--- config.mk ---
export PLATFORM = sky130hd
export DESIGN_NAME = thick_line_window_generator_unit
export DESIGN_NICKNAME = d
export VERILOG_FILES = /design/src/design/tlw_pkg.sv /design/src/design/tlw_in_reg.sv /design/src/design/tlw_core.sv /design/src/design/tlw_out_reg.sv /design/src/design/thick_line_window_generator_unit.sv
export SDC_FILE = /design/constraint.sdc
export NUM_CORES = 1
export LEC_CHECK = 0
export BUFFER_PORTS_ARGS = -buffer_cell sky130_fd_sc_hd__buf_2
export CAP_MARGIN = 20
export CORE_ASPECT_RATIO = 1.4
export CORE_UTILIZATION = 25
export DETAILED_ROUTE_END_ITERATION = 8
export GPL_TIMING_DRIVEN = 0
export REMOVE_ABC_BUFFERS = 1
export SYNTH_ARGS = -nofsm -noshare
export SYNTH_HDL_FRONTEND = slang
export SYNTH_SLANG_ARGS = --single-unit
--- constraint.sdc ---
create_clock -name aclk -period 20.9 [get_ports aclk]
set_input_delay 2.09 -clock aclk [delete_from_list [all_inputs] [get_ports aclk]]
set_output_delay 2.09 -clock aclk [all_outputs]
set_load 0.01 [all_outputs]
--- src/design/tlw_pkg.sv ---
`timescale 1ns / 1ps
`default_nettype none

package tlw_pkg;

    localparam int COORD_BITS = 10;
    localparam int WIN_BITS   = 11;
    localparam int COUNT_BITS = 14;
    localparam int COLOR_BITS = 16;
    localparam int BRUSH_BITS = 4;
    localparam int ERR_BITS   = COORD_BITS + 2;
    localparam int PROD_BITS  = BRUSH_BITS + COORD_BITS + 1;
    localparam int SQ_BITS    = 2 * BRUSH_BITS;

    typedef enum logic {
        CMD_START = 1'b0,
        CMD_STEP  = 1'b1
    } cmd_t;

    typedef logic [COORD_BITS-1:0] coord_t;
    typedef logic [WIN_BITS-1:0]   win_t;
    typedef logic [BRUSH_BITS-1:0] brush_t;
    typedef logic [COLOR_BITS-1:0] color_t;

    typedef struct packed {
        cmd_t   cmd;
        coord_t x_begin;
        coord_t y_begin;
        coord_t x_finish;
        coord_t y_finish;
        brush_t brush_width;
        color_t color_in;
    } item_t;

    typedef struct packed {
        win_t                  win_x_start;
        win_t                  win_y_start;
        win_t                  win_x_end;
        win_t                  win_y_end;
        logic [COUNT_BITS-1:0] pixel_count;
        color_t                pixel_color;
        logic                  last;
    } result_t;

endpackage

`default_nettype wire

--- src/design/tlw_in_reg.sv ---
`timescale 1ns / 1ps
`default_nettype none

module tlw_in_reg
    import tlw_pkg::*;
(
    input  wire logic  aclk,
    input  wire logic  aresetn,
    input  wire logic  in_valid,
    output logic       in_ready,
    input  wire item_t in_item,
    input  wire logic  advance,
    output logic       item_valid,
    output item_t      item
);

    logic  valid_reg, valid_next;
    item_t item_reg;

    // The register frees up in the same cycle its item moves on.
    assign in_ready = !valid_reg || advance;

    always_comb begin
        valid_next = valid_reg;
        if (in_valid && in_ready) begin
            valid_next = 1'b1;
        end else if (advance) begin
            valid_next = 1'b0;
        end
    end

    always_ff @(posedge aclk) begin
        if (!aresetn) begin
            valid_reg <= 1'b0;
        end else begin
            valid_reg <= valid_next;
        end
    end

    always_ff @(posedge aclk) begin
        if (in_valid && in_ready) begin
            item_reg <= in_item;
        end
    end

    assign item_valid = valid_reg;
    assign item       = item_reg;

endmodule

`default_nettype wire

--- src/design/tlw_core.sv ---
`timescale 1ns / 1ps
`default_nettype none

module tlw_core
    import tlw_pkg::*;
(
    input  wire logic  aclk,
    input  wire logic  aresetn,
    input  wire logic  fire,
    input  wire item_t item,
    output logic       res_valid,
    output result_t    res
);

    logic                       active_reg, active_next;
    coord_t                     cur_x_reg, cur_x_next;
    coord_t                     cur_y_reg, cur_y_next;
    coord_t                     end_major_reg, end_major_next;
    logic signed [ERR_BITS-1:0] err_reg, err_next;
    coord_t                     dmaj_reg, dmaj_next;
    coord_t                     dmin_reg, dmin_next;
    logic                       neg_reg, neg_next;
    logic                       steep_reg, steep_next;
    brush_t                     brush_reg, brush_next;
    color_t                     color_reg, color_next;

    logic                       is_start;
    brush_t                     w_start;
    coord_t                     adx, ady, span;
    logic                       vert, horiz;
    logic [PROD_BITS-1:0]       str_count;
    logic                       s_steep, s_swap, s_neg;
    coord_t                     px0, py0, px1, py1, s_end, s_dmaj, s_dmin;
    logic signed [ERR_BITS-1:0] s_err;

    coord_t                     p_x, p_y, p_end, p_dmaj, p_dmin, p_major;
    logic signed [ERR_BITS-1:0] p_err, n_err;
    logic                       p_neg, p_steep, p_last;
    brush_t                     p_w;
    color_t                     p_color;
    coord_t                     n_x, n_y;
    logic [SQ_BITS-1:0]         p_sq;
    result_t                    pt_res, str_res;

    assign is_start = (item.cmd == CMD_START);

    // Line setup from a start item.
    always_comb begin
        w_start = (item.brush_width == '0) ? brush_t'(1) : item.brush_width;
        adx = (item.x_finish > item.x_begin) ? item.x_finish - item.x_begin
                                             : item.x_begin - item.x_finish;
        ady = (item.y_finish > item.y_begin) ? item.y_finish - item.y_begin
                                             : item.y_begin - item.y_finish;
        vert  = (item.x_begin == item.x_finish);
        horiz = (item.y_begin == item.y_finish);
        span  = vert ? ady : adx;
        str_count = PROD_BITS'(w_start) * (PROD_BITS'(span) + PROD_BITS'(1));

        s_steep = !(ady < adx);
        s_swap  = s_steep ? (item.y_begin > item.y_finish)
                          : (item.x_begin > item.x_finish);
        px0 = s_swap ? item.x_finish : item.x_begin;
        py0 = s_swap ? item.y_finish : item.y_begin;
        px1 = s_swap ? item.x_begin  : item.x_finish;
        py1 = s_swap ? item.y_begin  : item.y_finish;
        s_neg  = s_steep ? (px1 < px0) : (py1 < py0);
        s_end  = s_steep ? py1 : px1;
        s_dmaj = s_steep ? ady : adx;
        s_dmin = s_steep ? adx : ady;
        s_err  = $signed({1'b0, s_dmin, 1'b0}) - $signed({2'b00, s_dmaj});

        str_res.win_x_start = vert ? WIN_BITS'(item.x_begin)
                                   : WIN_BITS'(vert || item.x_begin < item.x_finish
                                               ? item.x_begin : item.x_finish);
        str_res.win_y_start = vert ? WIN_BITS'(item.y_begin < item.y_finish
                                               ? item.y_begin : item.y_finish)
                                   : WIN_BITS'(item.y_begin);
        str_res.win_x_end   = vert ? WIN_BITS'(item.x_begin) + WIN_BITS'(w_start)
                                     - WIN_BITS'(1)
                                   : WIN_BITS'(item.x_begin < item.x_finish
                                               ? item.x_finish : item.x_begin);
        str_res.win_y_end   = vert ? WIN_BITS'(item.y_begin < item.y_finish
                                               ? item.y_finish : item.y_begin)
                                   : WIN_BITS'(item.y_begin) + WIN_BITS'(w_start)
                                     - WIN_BITS'(1);
        str_res.pixel_count = COUNT_BITS'(str_count);
        str_res.pixel_color = item.color_in;
        str_res.last        = 1'b1;
    end

    // Current point: the fresh setup on a start, the stored walk on a step.
    always_comb begin
        p_x     = is_start ? px0     : cur_x_reg;
        p_y     = is_start ? py0     : cur_y_reg;
        p_end   = is_start ? s_end   : end_major_reg;
        p_err   = is_start ? s_err   : err_reg;
        p_dmaj  = is_start ? s_dmaj  : dmaj_reg;
        p_dmin  = is_start ? s_dmin  : dmin_reg;
        p_neg   = is_start ? s_neg   : neg_reg;
        p_steep = is_start ? s_steep : steep_reg;
        p_w     = is_start ? w_start : brush_reg;
        p_color = is_start ? item.color_in : color_reg;

        p_major = p_steep ? p_y : p_x;
        p_last  = (p_major >= p_end);

        n_x   = p_x;
        n_y   = p_y;
        n_err = p_err + $signed({1'b0, p_dmin, 1'b0});
        if (p_err > 0) begin
            if (p_steep) begin
                n_x = p_neg ? p_x - coord_t'(1) : p_x + coord_t'(1);
            end else begin
                n_y = p_neg ? p_y - coord_t'(1) : p_y + coord_t'(1);
            end
            n_err = n_err - $signed({1'b0, p_dmaj, 1'b0});
        end
        if (p_steep) begin
            n_y = n_y + coord_t'(1);
        end else begin
            n_x = n_x + coord_t'(1);
        end

        p_sq = SQ_BITS'(p_w) * SQ_BITS'(p_w);
        pt_res.win_x_start = WIN_BITS'(p_x);
        pt_res.win_y_start = WIN_BITS'(p_y);
        pt_res.win_x_end   = WIN_BITS'(p_x) + WIN_BITS'(p_w) - WIN_BITS'(1);
        pt_res.win_y_end   = WIN_BITS'(p_y) + WIN_BITS'(p_w) - WIN_BITS'(1);
        pt_res.pixel_count = COUNT_BITS'(p_sq);
        pt_res.pixel_color = p_color;
        pt_res.last        = p_last;
    end

    always_comb begin
        active_next    = active_reg;
        cur_x_next     = cur_x_reg;
        cur_y_next     = cur_y_reg;
        end_major_next = end_major_reg;
        err_next       = err_reg;
        dmaj_next      = dmaj_reg;
        dmin_next      = dmin_reg;
        neg_next       = neg_reg;
        steep_next     = steep_reg;
        brush_next     = brush_reg;
        color_next     = color_reg;
        res_valid      = 1'b0;
        res            = pt_res;

        if (fire) begin
            if (is_start) begin
                brush_next  = w_start;
                color_next  = item.color_in;
                active_next = 1'b0;
                res_valid   = 1'b1;
                if (vert || horiz) begin
                    res = str_res;
                end else begin
                    // The walk's first point is never the end point, so the
                    // stored state is always the advanced one.
                    active_next    = !p_last;
                    cur_x_next     = n_x;
                    cur_y_next     = n_y;
                    err_next       = n_err;
                    end_major_next = s_end;
                    dmaj_next      = s_dmaj;
                    dmin_next      = s_dmin;
                    neg_next       = s_neg;
                    steep_next     = s_steep;
                end
            end else if (active_reg) begin
                res_valid = 1'b1;
                if (p_last) begin
                    active_next = 1'b0;
                end else begin
                    cur_x_next = n_x;
                    cur_y_next = n_y;
                    err_next   = n_err;
                end
            end
        end
    end

    always_ff @(posedge aclk) begin
        if (!aresetn) begin
            active_reg    <= 1'b0;
            cur_x_reg     <= '0;
            cur_y_reg     <= '0;
            end_major_reg <= '0;
            err_reg       <= '0;
            dmaj_reg      <= '0;
            dmin_reg      <= '0;
            neg_reg       <= 1'b0;
            steep_reg     <= 1'b0;
            brush_reg     <= brush_t'(1);
            color_reg     <= '0;
        end else begin
            active_reg    <= active_next;
            cur_x_reg     <= cur_x_next;
            cur_y_reg     <= cur_y_next;
            end_major_reg <= end_major_next;
            err_reg       <= err_next;
            dmaj_reg      <= dmaj_next;
            dmin_reg      <= dmin_next;
            neg_reg       <= neg_next;
            steep_reg     <= steep_next;
            brush_reg     <= brush_next;
            color_reg     <= color_next;
        end
    end

endmodule

`default_nettype wire

--- src/design/tlw_out_reg.sv ---
`timescale 1ns / 1ps
`default_nettype none

module tlw_out_reg
    import tlw_pkg::*;
(
    input  wire logic    aclk,
    input  wire logic    aresetn,
    input  wire logic    load,
    input  wire result_t load_res,
    output logic         out_valid,
    input  wire logic    out_ready,
    output result_t      out_res
);

    logic    valid_reg, valid_next;
    result_t res_reg;

    always_comb begin
        valid_next = valid_reg;
        if (load) begin
            valid_next = 1'b1;
        end else if (out_ready) begin
            valid_next = 1'b0;
        end
    end

    always_ff @(posedge aclk) begin
        if (!aresetn) begin
            valid_reg <= 1'b0;
        end else begin
            valid_reg <= valid_next;
        end
    end

    always_ff @(posedge aclk) begin
        if (load) begin
            res_reg <= load_res;
        end
    end

    assign out_valid = valid_reg;
    assign out_res   = res_reg;

endmodule

`default_nettype wire

--- src/design/thick_line_window_generator_unit.sv ---
// An accepted item is held in the input register; its result, if any, is loaded into the
// output register and presented on the m_ side. Throughput: one item per cycle, set by the
// combinational Bresenham step in tlw_core, while the output register is empty or draining.
// Items that produce no result (a step with no line active) still leave the input register.
// Reset: synchronous, active low on aresetn; both channels come out empty, no line
// is active, the brush is one pixel and the stored color is zero.
`timescale 1ns / 1ps
`default_nettype none

module thick_line_window_generator_unit
    import tlw_pkg::*;
(
    input  wire logic                  aclk,
    input  wire logic                  aresetn,

    input  wire logic                  s_valid,
    output logic                       s_ready,
    input  wire logic                  s_cmd,
    input  wire logic [COORD_BITS-1:0] s_x_begin,
    input  wire logic [COORD_BITS-1:0] s_y_begin,
    input  wire logic [COORD_BITS-1:0] s_x_finish,
    input  wire logic [COORD_BITS-1:0] s_y_finish,
    input  wire logic [BRUSH_BITS-1:0] s_brush_width,
    input  wire logic [COLOR_BITS-1:0] s_color_in,

    output logic                       m_valid,
    input  wire logic                  m_ready,
    output logic [WIN_BITS-1:0]        m_win_x_start,
    output logic [WIN_BITS-1:0]        m_win_y_start,
    output logic [WIN_BITS-1:0]        m_win_x_end,
    output logic [WIN_BITS-1:0]        m_win_y_end,
    output logic [COUNT_BITS-1:0]      m_pixel_count,
    output logic [COLOR_BITS-1:0]      m_pixel_color,
    output logic                       m_last
);

    // The input side lands in a one-entry input register, so a new transfer can
    // be taken while a finished result is still held in the output register.
    item_t   in_item;
    item_t   item;
    logic    item_valid;
    logic    advance;
    logic    res_valid;
    result_t res;
    result_t out_res;

    assign in_item.cmd         = cmd_t'(s_cmd);
    assign in_item.x_begin     = s_x_begin;
    assign in_item.y_begin     = s_y_begin;
    assign in_item.x_finish    = s_x_finish;
    assign in_item.y_finish    = s_y_finish;
    assign in_item.brush_width = s_brush_width;
    assign in_item.color_in    = s_color_in;

    // The held item is processed whenever the output register is empty or is
    // being drained in this cycle. Every held item advances, whether it makes
    // a result or not; only items that make a result are loaded downstream.
    assign advance = item_valid && (!m_valid || m_ready);

    tlw_in_reg u_in_reg (
        .aclk       (aclk),
        .aresetn    (aresetn),
        .in_valid   (s_valid),
        .in_ready   (s_ready),
        .in_item    (in_item),
        .advance    (advance),
        .item_valid (item_valid),
        .item       (item)
    );

    // Line state and the combinational step: setup on a start, one Bresenham
    // point per step, straight lines answered with a single full window.
    tlw_core u_core (
        .aclk      (aclk),
        .aresetn   (aresetn),
        .fire      (advance),
        .item      (item),
        .res_valid (res_valid),
        .res       (res)
    );

    tlw_out_reg u_out_reg (
        .aclk      (aclk),
        .aresetn   (aresetn),
        .load      (advance && res_valid),
        .load_res  (res),
        .out_valid (m_valid),
        .out_ready (m_ready),
        .out_res   (out_res)
    );

    assign m_win_x_start = out_res.win_x_start;
    assign m_win_y_start = out_res.win_y_start;
    assign m_win_x_end   = out_res.win_x_end;
    assign m_win_y_end   = out_res.win_y_end;
    assign m_pixel_count = out_res.pixel_count;
    assign m_pixel_color = out_res.pixel_color;
    assign m_last        = out_res.last;

endmodule

`default_nettype wire

== After elaboration in Yosys (flattened, before gate mapping) ==
Cells that the tools add are included.

* Register bits: 223
* Input bits: 65
* Output and inout port bits: 77
* Logic and storage cells: 160

* Add/subtract/negate cells: 22
* $mul: 2
* $lt $le $gt $ge: 11
* Eq/ne operators: 5
* Mux-type cells: 67
* Bitwise logic cells: 4
* Reduce and logical (&&, ||, !) cells: 19

{| class="wikitable"
|+ Operators by type and width
! kind !! count
|-
| $mux W10 || 37
|-
| $mux W74 || 3
|-
| $mux W12 || 6
|-
| $lt A10 B10 Y1 || 5
|-
| $add A10 B4 Y11 || 4
|-
| $sub A11 B1 Y11 const B || 4
|-
| $add A10 B1 Y10 const B || 4
|-
| $gt A10 B10 Y1 || 4
|-
| $sub A10 B10 Y10 || 4
|-
| $mux W11 || 3
|-
| $eq A10 B10 Y1 || 2
|-
| $sub A10 B1 Y10 const B || 2
|-
| $mux W16 || 1
|-
| $mul A4 B15 Y14 || 1
|-
| $mux W1 || 15
|-
| $add A12 B12 Y12 || 1
|-
| $gt A12 B1 Y1 const B || 1
|-
| $sub A11 B10 Y12 || 1
|-
| $sub A12 B12 Y12 || 1
|-
| $add A10 B1 Y11 const B || 1
|-
| $ge A10 B10 Y1 || 1
|-
| $mul A4 B4 Y8 || 1
|-
| $mux W4 || 2
|-
| $reduce_or A4 Y1 || 2
|-
| other kinds (11) || 24
|}

== Longest topological paths before layout ==
* Depth in word-level cells: 16
* Mapped depth: 46
* Mapped depth without buffers: 43

== Cells and area by module ==
From an unflattened synthesis, not the netlist that was laid out.

* Cell total of the unflattened synthesis: 2236
* Area total of the unflattened synthesis: 18836.8 um^2

{| class="wikitable"
|+ By module, submodules not included
! module !! instances !! cells each !! area each (um^2) !! sequential area each (um^2)
|-
| tlw_core || 1 || 2089 || 14635.3 || 1701.6
|-
| tlw_out_reg || 1 || 78 || 2293.4 || 2272.2
|-
| tlw_in_reg || 1 || 66 || 1889.3 || 1851.8
|-
| thick_line_window_generator_unit || 1 || 3 || 18.8 || 0.0
|}

== Worst setup path after synthesis ==
OpenSTA, ideal clock, no wires.

* Kind: flip-flop to flip-flop
* From: reg u_in_reg.item_reg, in the netlist u_in_reg.item[20]
* To: reg u_core.err_reg[8]
* Library setup time: 0.091 ns
* Data arrival time: 8.964 ns
* Required time: 20.809 ns
* Slack: 11.845 ns
* Cell stages (with the launch flop): 46
* Buffers on the path: 8
* Clock period less this slack: 9.055 ns
* Path through: edfxtp_1 > inv_1 > ha_1 > fa_1 > nand2b_1 > a211o_1 > and3_1 > nor2_1 > clkbuf_1 > a211oi_1 > nand2b_1 > a21oi_1 > nor2_1 > xnor2_1 > ha_1 > and2_1 > a221oi_1 > nand2_1 > [... 10 more ...] > mux2_2 > ha_1 > nand2b_1 > a21o_1 > a21o_1 > a21o_1 > a21o_1 > a21o_1 > a21o_1 > a21o_1 > a21o_1 > a21oi_1 > and3_1 > o21a_1 > clkbuf_1 > clkbuf_1 > nor2_1 > a311oi_1

* Longest elaborated chain between the ends: 12
* Elaborated cells on any way between the ends: 38

{| class="wikitable"
|+ Ends and longest elaborated chain
! what !! line !! text
|-
| start, declared || tlw_in_reg.sv:18 || <nowiki>item_t item_reg;</nowiki>
|-
| start signal, assigned || tlw_in_reg.sv:42 || <nowiki>item_reg <= in_item;</nowiki>
|-
| $sub A10 B10 Y10, or another cell as far along || tlw_core.sv:53 || <nowiki>: item.y_begin - item.y_finish;</nowiki>
|-
| $mux W10 || tlw_core.sv:52 || <nowiki>ady = (item.y_finish > item.y_begin) ? item.y_finish - item.y_begin</nowiki>
|-
| $lt A10 B10 Y1 || tlw_core.sv:59 || <nowiki>s_steep = !(ady < adx);</nowiki>
|-
| $mux W10 (on tied branches) || tlw_core.sv:68, tlw_core.sv:69 ||
|-
| $sub A11 B10 Y12 || tlw_core.sv:70 || <nowiki>s_err = $signed({1'b0, s_dmin, 1'b0}) - $signed({2'b00, s_dmaj});</nowiki>
|-
| $mux W12 || tlw_core.sv:96 || <nowiki>p_err = is_start ? s_err : err_reg;</nowiki>
|-
| $add A12 B12 Y12 || tlw_core.sv:109 || <nowiki>n_err = p_err + $signed({1'b0, p_dmin, 1'b0});</nowiki>
|-
| $sub A12 B12 Y12 || tlw_core.sv:116 || <nowiki>n_err = n_err - $signed({1'b0, p_dmaj, 1'b0});</nowiki>
|-
| $mux W12 || tlw_core.sv:110 || <nowiki>if (p_err > 0) begin</nowiki>
|-
| $mux W12 || tlw_core.sv:172 || <nowiki>if (p_last) begin</nowiki>
|-
| $mux W12 || tlw_core.sv:170 || <nowiki>end else if (active_reg) begin</nowiki>
|-
| $mux W12 || tlw_core.sv:150 || <nowiki>if (is_start) begin</nowiki>
|-
| end signal, assigned || tlw_core.sv:201 || <nowiki>err_reg <= err_next;</nowiki>
|-
| end, declared || tlw_core.sv:19 || <nowiki>logic signed [ERR_BITS-1:0] err_reg, err_next;</nowiki>
|}

Several ways; a longest one is shown, not always the timed one. The select of a mux whose other input is x is not followed.
A chain may end at the register's enable or synchronous reset.

== Final worst setup path ==
* From: reg u_in_reg.item_reg, in the netlist u_in_reg.item[20]
* To: reg u_core.cur_y_reg[1]

* Longest elaborated chain between the ends: 16
* Elaborated cells on any way between the ends: 44

{| class="wikitable"
|+ Ends and longest elaborated chain
! what !! line !! text
|-
| parallel branches: the longest is 16 deep, another holds $sub A11 B10 Y12 || -- ||
|-
| end signal, assigned || tlw_core.sv:199 || <nowiki>cur_y_reg <= cur_y_next;</nowiki>
|-
| end, declared || tlw_core.sv:17 || <nowiki>coord_t cur_y_reg, cur_y_next;</nowiki>
|}

Parallel ways; which one is timed is not known. The select of a mux whose other input is x is not followed.

==> impl_metrics.tcl <==
set metrics [dict create \
    clockBufferDepth 3 \
    crit_family "compound AO/OA/AOI/OAI gates" \
    grt_pass1_vias 15822 \
    dp_cells 3262 \
    grt_antenna_before_repair 10 \
    hold_buffers 0 \
    setup.worst_path.end_class "register" \
    critPathLaunchType "register" \
    crit_start "u_in_reg.item[20]" \
    crit_end "u_core.cur_y_reg[1]" \
    rsz0062_at_grt "false" \
    leakage_nw 9.19 \
    grt_max_degree 65 \
    pwr_density_cell_mw_per_mm2 157 \
    fin_nets 2609 \
    yosysSeqAreaShare_pct 30.8 \
    netlist_instances 2249 \
    drcViolationCount 40 \
    finalHoldViolations 0 \
    area_growth_pct 15.7 \
    layout.cells.non_filler 3317 \
    cts.repair.resized 0 \
    dieArea_mm2 0.0761 \
    vdd_ir_drop_max_v 0.000124 \
    htreeDepth 1 \
    tightest_slew_ps 1230 \
    crit_cells 40 \
    synth_area_leaders "edfxtp_1 21%, ha_1 12%, dfxtp_1 9.3%" \
    synth_area_mm2 0.0187 \
    required_ps 21410 \
    period_minus_slack_ps 11480 \
    worstPathMaxFanout 35 \
    ys_seq_elements 221 \
    cp_num_buf_inv 4 \
    yosys.area.top_type "edfxtp_1" \
    fill_cells 7925 \
    synth_top_area_share_pct 21.5 \
    cts_buffers 28 \
    cts.clk_slew.worst_paths_ps 60 \
    skew_ps 23.3 \
    vias_per_cell 4.98 \
    r2r_slack_ps 9420 \
    initial_core_util_pct 25.3 \
    drv_cap 0 \
    timing.rr.end "u_core.cur_y_reg[1]" \
    crit_path_max_incr_delay_ps 750 \
    violations "DRC" \
    setup_tns_ps 0 \
    hold_start "u_core.cur_y_reg[6]" \
    ys_warn_count 0 \
    cp_common_cell "a21o_1" \
    setup_viol 0 \
    detail_route.wl_per_cell_um 18.6 \
    core_area_mm2 0.0741 \
    grt_pass1_wl_mm 93.4 \
    die_y_um 326 \
    port_buffers 139 \
    io_pins 142 \
    ant_nets 0 \
    relSlewSlack_pct 17.6 \
    gp_congestion 0.901 \
    status "complete, but fails checks" \
    worstSkewPairLatency_ps 590 \
    die_width_um 233 \
    ys.flop_type "edfxtp_1" \
    async_flop_share_pct 0 \
    cts_tree "done" \
    drt_iter0_drc 1040 \
    slew_violations 0 \
    postCtsSetupBuffers 0 \
    root_buffer "clkbuf_16" \
    synth_cell_types 90 \
    wl_mm 61.6 \
    drt_pass1_iterations 7 \
    slowest_stage "o21a_2" \
    grt_usage_pct 16.0 \
    r2r_cells 40 \
    timing.rr.start "u_in_reg.item[20]" \
    rows 118 \
    fin_crit_sh_pct 54.9 \
    postSynthAreaPerCell_um2 8.33 \
    hpwlAfterDp_mm 47.5 \
    hold_path.class "reg2reg" \
    largest_register_ffs 73 \
    fmax_mhz 87.1 \
    cp.arrival_ps 11990 \
    critPathKind "reg2reg" \
    drive_above_1_share_pct 12.6 \
    clock_sinks 221 \
    synth_enable_flop_cells 134 \
    grt_remaining_overflow 0 \
    vias 16512 \
]
==> power by group <==
group	internal, mW	leakage (nW)	switching [mW]	total, mW
logic	0.940	6.75	1.38	2.32
clock network	0.306	0.469	0.215	0.520
registers	0.536	1.97	0.0266	0.562
==> kinds of logic after synthesis <==
kind of cell,count (synthesis),share of synthesized area [%]
AOI/OAI and AO/OA,639,21.4
xor gates and xnor gates,112,5.23
adders and majority gates,210,15.3
buffers and inverters,298,6.38
DFF,221,30.8
muxes,73,4.13
other,1,0.0200
and+or+nand+nor,695,16.8
==> how the worst min path moves through the flow <==
stage,slack [ps],depth (start not counted),endpoint
6_report,450,2,u_core.cur_y_reg[6]
5_1_grt,470,2,u_core.color_reg[12]
4_1_cts,450,2,u_core.cur_y_reg[0]
3_5_place_dp,440,2,u_core.cur_y_reg[0]
3_3_place_gp,440,2,u_core.cur_y_reg[0]
2_1_floorplan,430,2,u_core.cur_x_reg[0]
==> worst register-to-register path: cells and delay by family (launching register included) <==
family                     cells  cell delay, ps
and+or+nand+nor                7            1960
buffers and inverters          4             880
muxes                          1             190
xor gates and xnor gates       1             540
DFF                            1             500
AOI/OAI and AO/OA             23            5970
adders and majority gates      4            1350
==> synthesized netlist by cell type (all sizes together) (7+ instances only) <==
cell	n
nand3b	7
xnor2	71
and2	24
o211ai	36
edfxtp	134
a211o	7
dfxtp	87
inv	183
fa	32
o21bai	29
mux2	32
and3	16
a311oi	8
xor2	41
nor3	37
nand3	45
clkbuf	82
nand2	306
nor4	9
a21o	54
o21ai	153
nor2b	15
nor2	175
nand2b	23
ha	178
o31ai	8
buf	33
mux2i	41
or3	10
a21oi	233
nand4	11
o21a	18
a211oi	34
==> metrics by stage <==
step                      worst slack, ps  utilization [%]  hold WS, ps  total power, mW  instance area, um2
final                                9420             29.3          449             3.40               21700
after global routing                 8610             29.3          472             3.71               21700
after CTS                            9220             29.2          449             3.42               21700
after detailed placement             9320             27.9          441             2.88               20700
after global placement               6300             27.2          435             2.83               20100
after floorplan                     11260                -          427             2.31               18200
==> layer usage <==
layer	routed length [um]	GRT usage, %
met3	3140	2.25
met5	101	0
met2	30500	28.1
met1	24900	18.6
met4	3050	8.05
==> layout make-up <==
class / count / area (um2) / area share [%]
Tap cell: 960 / 1200 / 5.54
Inverter: 183 / 692 / 3.19
Multi-Input combinational cell: 1731 / 11800 / 54.5
Clock buffer: 34 / 744 / 3.43
Sequential cell: 221 / 5770 / 26.6
Clock inverter: 18 / 228 / 1.05
Antenna cell: 1 / 2.50 / 0.0115
Timing Repair Buffer: 169 / 1230 / 5.66
==> placed cells by master, fill, tap and decap left out, drive strengths merged, types with 5 or more instances in the layout <==
cell type	instances
and3	16
nand2	306
nand2b	23
nor3	37
a21o	54
edfxtp	134
xor2	41
o21a	18
a311oi	8
o211ai	36
nand3b	7
a32o	5
inv	184
a21oi	233
nand4	11
fa	32
mux2	32
a21boi	5
o311ai	6
a211oi	34
nor4	9
or3	10
o21ai	153
and2	24
a211o	7
nor2	175
o21bai	29
ha	178
buf	169
nand3	45
clkinv	11
xnor2	71
clkbuf	34
dfxtp	87
a22oi	5
nor2b	15
o31ai	8
mux2i	41
(Power assumes the default switching activity.)
